### src/hdl/tgs_pkg.sv
// Shared types and constants for the terrain gradient stencil.
package tgs_pkg;

  localparam int ELEV_W      = 16;
  localparam int GRAD_W      = 24;
  localparam int ROW_W       = 16;
  localparam int COL_W       = 11;
  localparam int DIFF_W      = 19;
  localparam int WIDTH_W     = 12;
  localparam int CS_W        = 16;
  localparam int CFG_IDX_W   = 2;
  localparam int CFG_DATA_W  = 16;
  localparam int FRAC_SHIFT  = 5;
  localparam int QUEUE_DEPTH = 4;
  localparam int QCNT_W      = $clog2(QUEUE_DEPTH + 1);
  localparam int QPTR_W      = $clog2(QUEUE_DEPTH);
  localparam int DIV_STEPS   = GRAD_W;
  localparam int STEP_W      = $clog2(DIV_STEPS);

  localparam logic [CFG_IDX_W-1:0] REG_WIDTH  = 2'd0;
  localparam logic [CFG_IDX_W-1:0] REG_HEIGHT = 2'd1;
  localparam logic [CFG_IDX_W-1:0] REG_CELL   = 2'd2;

  typedef struct packed {
    logic signed [DIFF_W-1:0] dx;
    logic signed [DIFF_W-1:0] dy;
    logic [ROW_W-1:0]         row;
    logic [COL_W-1:0]         col;
    logic                     last;
  } job_t;

  typedef struct packed {
    logic push;
    job_t job;
  } q_push_t;

  typedef struct packed {
    logic              full;
    logic              empty;
    logic [QCNT_W-1:0] count;
  } q_stat_t;

  typedef struct packed {
    logic             restart;
    logic [ROW_W-1:0] last_row;
    logic [CS_W-1:0]  divisor;
  } cfg_t;

  typedef enum logic [1:0] {F_IDLE, F_READ, F_EMIT} front_state_t;
  typedef enum logic [1:0] {B_IDLE, B_DIV, B_HOLD} back_state_t;

endpackage

### src/hdl/tgs_queue.sv
// Small job queue between the front end and the divider back end.
module tgs_queue import tgs_pkg::*; (
  input  logic    clk,
  input  logic    rst_n,
  input  q_push_t q_push,
  input  logic    pop,
  output job_t    head,
  output q_stat_t q_stat
);

  job_t entry_r [QUEUE_DEPTH];
  logic [QPTR_W-1:0] wr_r, rd_r;
  logic [QCNT_W-1:0] cnt_r, cnt_nxt;
  logic do_pop;

  assign do_pop       = pop && (cnt_r != '0);
  assign head         = entry_r[rd_r];
  assign q_stat.full  = (cnt_r == QCNT_W'(QUEUE_DEPTH));
  assign q_stat.empty = (cnt_r == '0);
  assign q_stat.count = cnt_r;

  always_comb begin
    cnt_nxt = cnt_r;
    if (q_push.push && !do_pop) begin
      cnt_nxt = cnt_r + 1'b1;
    end else if (!q_push.push && do_pop) begin
      cnt_nxt = cnt_r - 1'b1;
    end
  end

  always_ff @(posedge clk) begin
    if (!rst_n) begin
      wr_r  <= '0;
      rd_r  <= '0;
      cnt_r <= '0;
    end else begin
      cnt_r <= cnt_nxt;
      if (q_push.push) begin
        wr_r <= wr_r + 1'b1;
      end
      if (do_pop) begin
        rd_r <= rd_r + 1'b1;
      end
    end
  end

  always_ff @(posedge clk) begin
    if (q_push.push) begin
      entry_r[wr_r] <= q_push.job;
    end
  end

endmodule

### config.mk
export PLATFORM = sky130hd
export DESIGN_NAME = tgs_queue
export DESIGN_NICKNAME = d
export VERILOG_FILES = /design/src/hdl/tgs_pkg.sv /design/src/hdl/tgs_queue.sv
export SDC_FILE = /design/constraint.sdc
export NUM_CORES = 1
export LEC_CHECK = 0
export BUFFER_PORTS_ARGS = -buffer_cell sky130_fd_sc_hd__buf_2
export CORE_MARGIN = 2
export CORE_UTILIZATION = 57
export DETAILED_ROUTE_END_ITERATION = 8
export GPL_TIMING_DRIVEN = 1
export MAX_ROUTING_LAYER = met4
export PLACE_DENSITY = 0.79
export SLEW_MARGIN = 20
export SYNTH_ARGS = -nofsm -noshare
export SYNTH_HDL_FRONTEND = slang
export SYNTH_SLANG_ARGS = --single-unit
### constraint.sdc
create_clock -name clk -period 2.88 [get_ports clk]
set_input_delay 0.72 -clock clk [delete_from_list [all_inputs] [get_ports clk]]
set_output_delay 0.72 -clock clk [all_outputs]
set_load 0.1 [all_outputs]
==> out/qor.txt <==
Hold Crit Class - primary input to register
Leak - 4.06 nW
Number of routed nets with antenna violations - 0
Max Buffers Root-to-Sink - 3
Post-Route WL - 18100 um
Minimum clock period - 2.79 ns
Initial Utilization - 58.1%
Critical path arrival - 2.07 ns
Status - complete, no violations
YS warnings - 0
Worst-Margin Slew - 0.499 ns
Fin. max-slew vios - 0
Crit path launch type - register
Yosys reg bits - 273
Worst-path fanout max - 28
Commonest non-fill, non-tap cells in the layout - edfxtp_1, buf_2, mux4_2
Pwr dens - 1090 nW/um2
Initial DRC Count - 291
Sequential share of the synthesized area - 81.3%
Number of global-route vias before repair - 4823
Worst skew pair latency - 0.52 ns
TritonCTS clock tree - done
Post-cts sizing count - 0
IO Count - 141
Layout cells sized above 1 - 45.6%
RePlAce Congestion - 0.733
Syn Nets - 463
DR pass1 iterations - 6
Worst Setup End Kind - output port
Avg WL per Cell - 22.6 um
Die X - 136 um
WS Path Type - register to output port
Clk slew on worst S/H paths - 0.06 ns
Syn_area_per_cell - 25.8 um2
Pin count of the biggest net entering global routing - 42
Worst Path Required - 2.16 ns
Hold Fails Final Rpt - 0
Initial antenna violation count - 1
Core area - 17200 um2
I/O Buffers - 140
Max-Cap Viols - 0
Synth Instances - 387
Synthesized cell area - 9980 um2
Row count - 48
Avg Vias per Cell - 5.63
First-pass GRT wire length - 26900 um
Final Cycle Share - 96.8%
Synth unique cells - 22
Final setup fails - 0
Sum Neg Setup Slack - 0 ns
Area growth, synth to finish - 20.1%
Via count - 4511
Remaining DRCs - 0
Placed Instances - 750
Post-DP HPWL - 11100 um
Post-CTS Hold Buffers - 0
Max rail drop VDD - 1.14 mV
Slew HR - 66.7%
Grt total ovfl - 0
Clock sinks - 273
Peak Freq - 0.359 GHz
Most common cell after layout, fill and taps aside - edfxtp_1
GRT Overall Usage - 20.2%
Skew final - 0.00865 ns
Hold Slack - 0.419 ns
Total CTS buffers - 27
Die area - 18600 um2
CTS H-tree lvls - 1
Final instance count without filler cells - 801
Nets - 631
Clock Tree Root - clkbuf_16
Die height - 136 um
Post-CTS setup buffers - 0
## through the flow
step	total power [mW]	cell area, um2	util, %	worst slack (ns)
5_1_grt	13.5	12000	69.7	-0.000604
4_1_cts	13.2	11900	69.5	0.00868
2_1_floorplan	9.03	9990	-	-0.229
6_report	13.1	12000	69.8	0.0923
3_5_place_dp	9.73	11100	64.4	0.557
3_3_place_gp	9.67	11100	64.4	0.587
## sequential cells by signal, summed over array words and instances, names as in the netlist, named ones only
signal	count
cnt_r	3
wr_r	2
rd_r	2
entry_r	264
## cell usage after synthesis
library cell  count  area, um2
buf_2             5       25.0
edfxtp_1        264       7930
dfxtp_1           9        180
nor3_1            1       5.00
xor2_1            2       17.5
and2_1            9       56.3
buf_4             2       15.0
nor2b_1           2       12.5
buf_6             5       56.3
nor3b_1           1       7.51
o21ai_0           1       5.00
inv_1             3       11.3
mux2i_1           2       20.0
ha_1              5       62.6
clkbuf_1          2       7.51
o31ai_2           1       12.5
mux4_2           66       1490
o311ai_1          1       8.76
or3_1             1       6.26
fa_1              1       20.0
xnor2_1           3       26.3
a21boi_0          1       7.51
## where the power goes
part	switching [mW]	internal [mW]
clock	1.36	2.08
sequential	0.121	4.59
combinational	3.83	1.15
## cells by family (layout without fill, tap and decap cells)
| logic type | Yosys count | after routing | share of synthesized area (%) |
|---|---|---|---|
| buffers and inverters | 17 | 204 | 1.15 |
| other | 0 | 2 | 0 |
| AOI/OAI and AO/OA | 4 | 4 | 0.339 |
| DFF | 273 | 273 | 81.3 |
| xor gates and xnor gates | 5 | 5 | 0.439 |
| muxes | 68 | 68 | 15.1 |
| and+or+nand+nor | 14 | 14 | 0.878 |
| adders and majority gates | 6 | 6 | 0.828 |
## routing by layer
metal / vias to the layer above / part of all wire [%] / global-route usage [%]
li1: 1995 / - / -
met1: 2333 / 40 / 26.5
met2: 153 / 52 / 33.6
met3: 30 / 5.8 / 3.62
met4: 0 / 1.6 / 4.80
met5: - / 0 / -
## layout make-up
cell class	count	area [um2]
multi-input combinational	97	1770
tap	225	282
sequential	273	8120
fill	1076	5190
timing repair buffer	153	926
inverter	3	11.3
clock inverter	13	164
clock buffer	35	706
antenna	2	5.00
## worst max-delay path, stage by stage, from the launching register on
cell and delay, ns:
dfxtp_4 0.43, buf_16 0.25, mux4_2 0.57, clkbuf_4 0.30
## path summary, 6_finish.rpt
path               from             end  slack, ns  cells after the start
max            register        head[10]       0.09                      3
max reg2reg    cnt_r[1]        cnt_r[2]       0.68                      7
min reg2reg     rd_r[1]        register       0.59                      2
min          q_push[30]  entry_r[1][30]       0.42                      1
No activity file was read; power rests on OpenSTA's default activity.
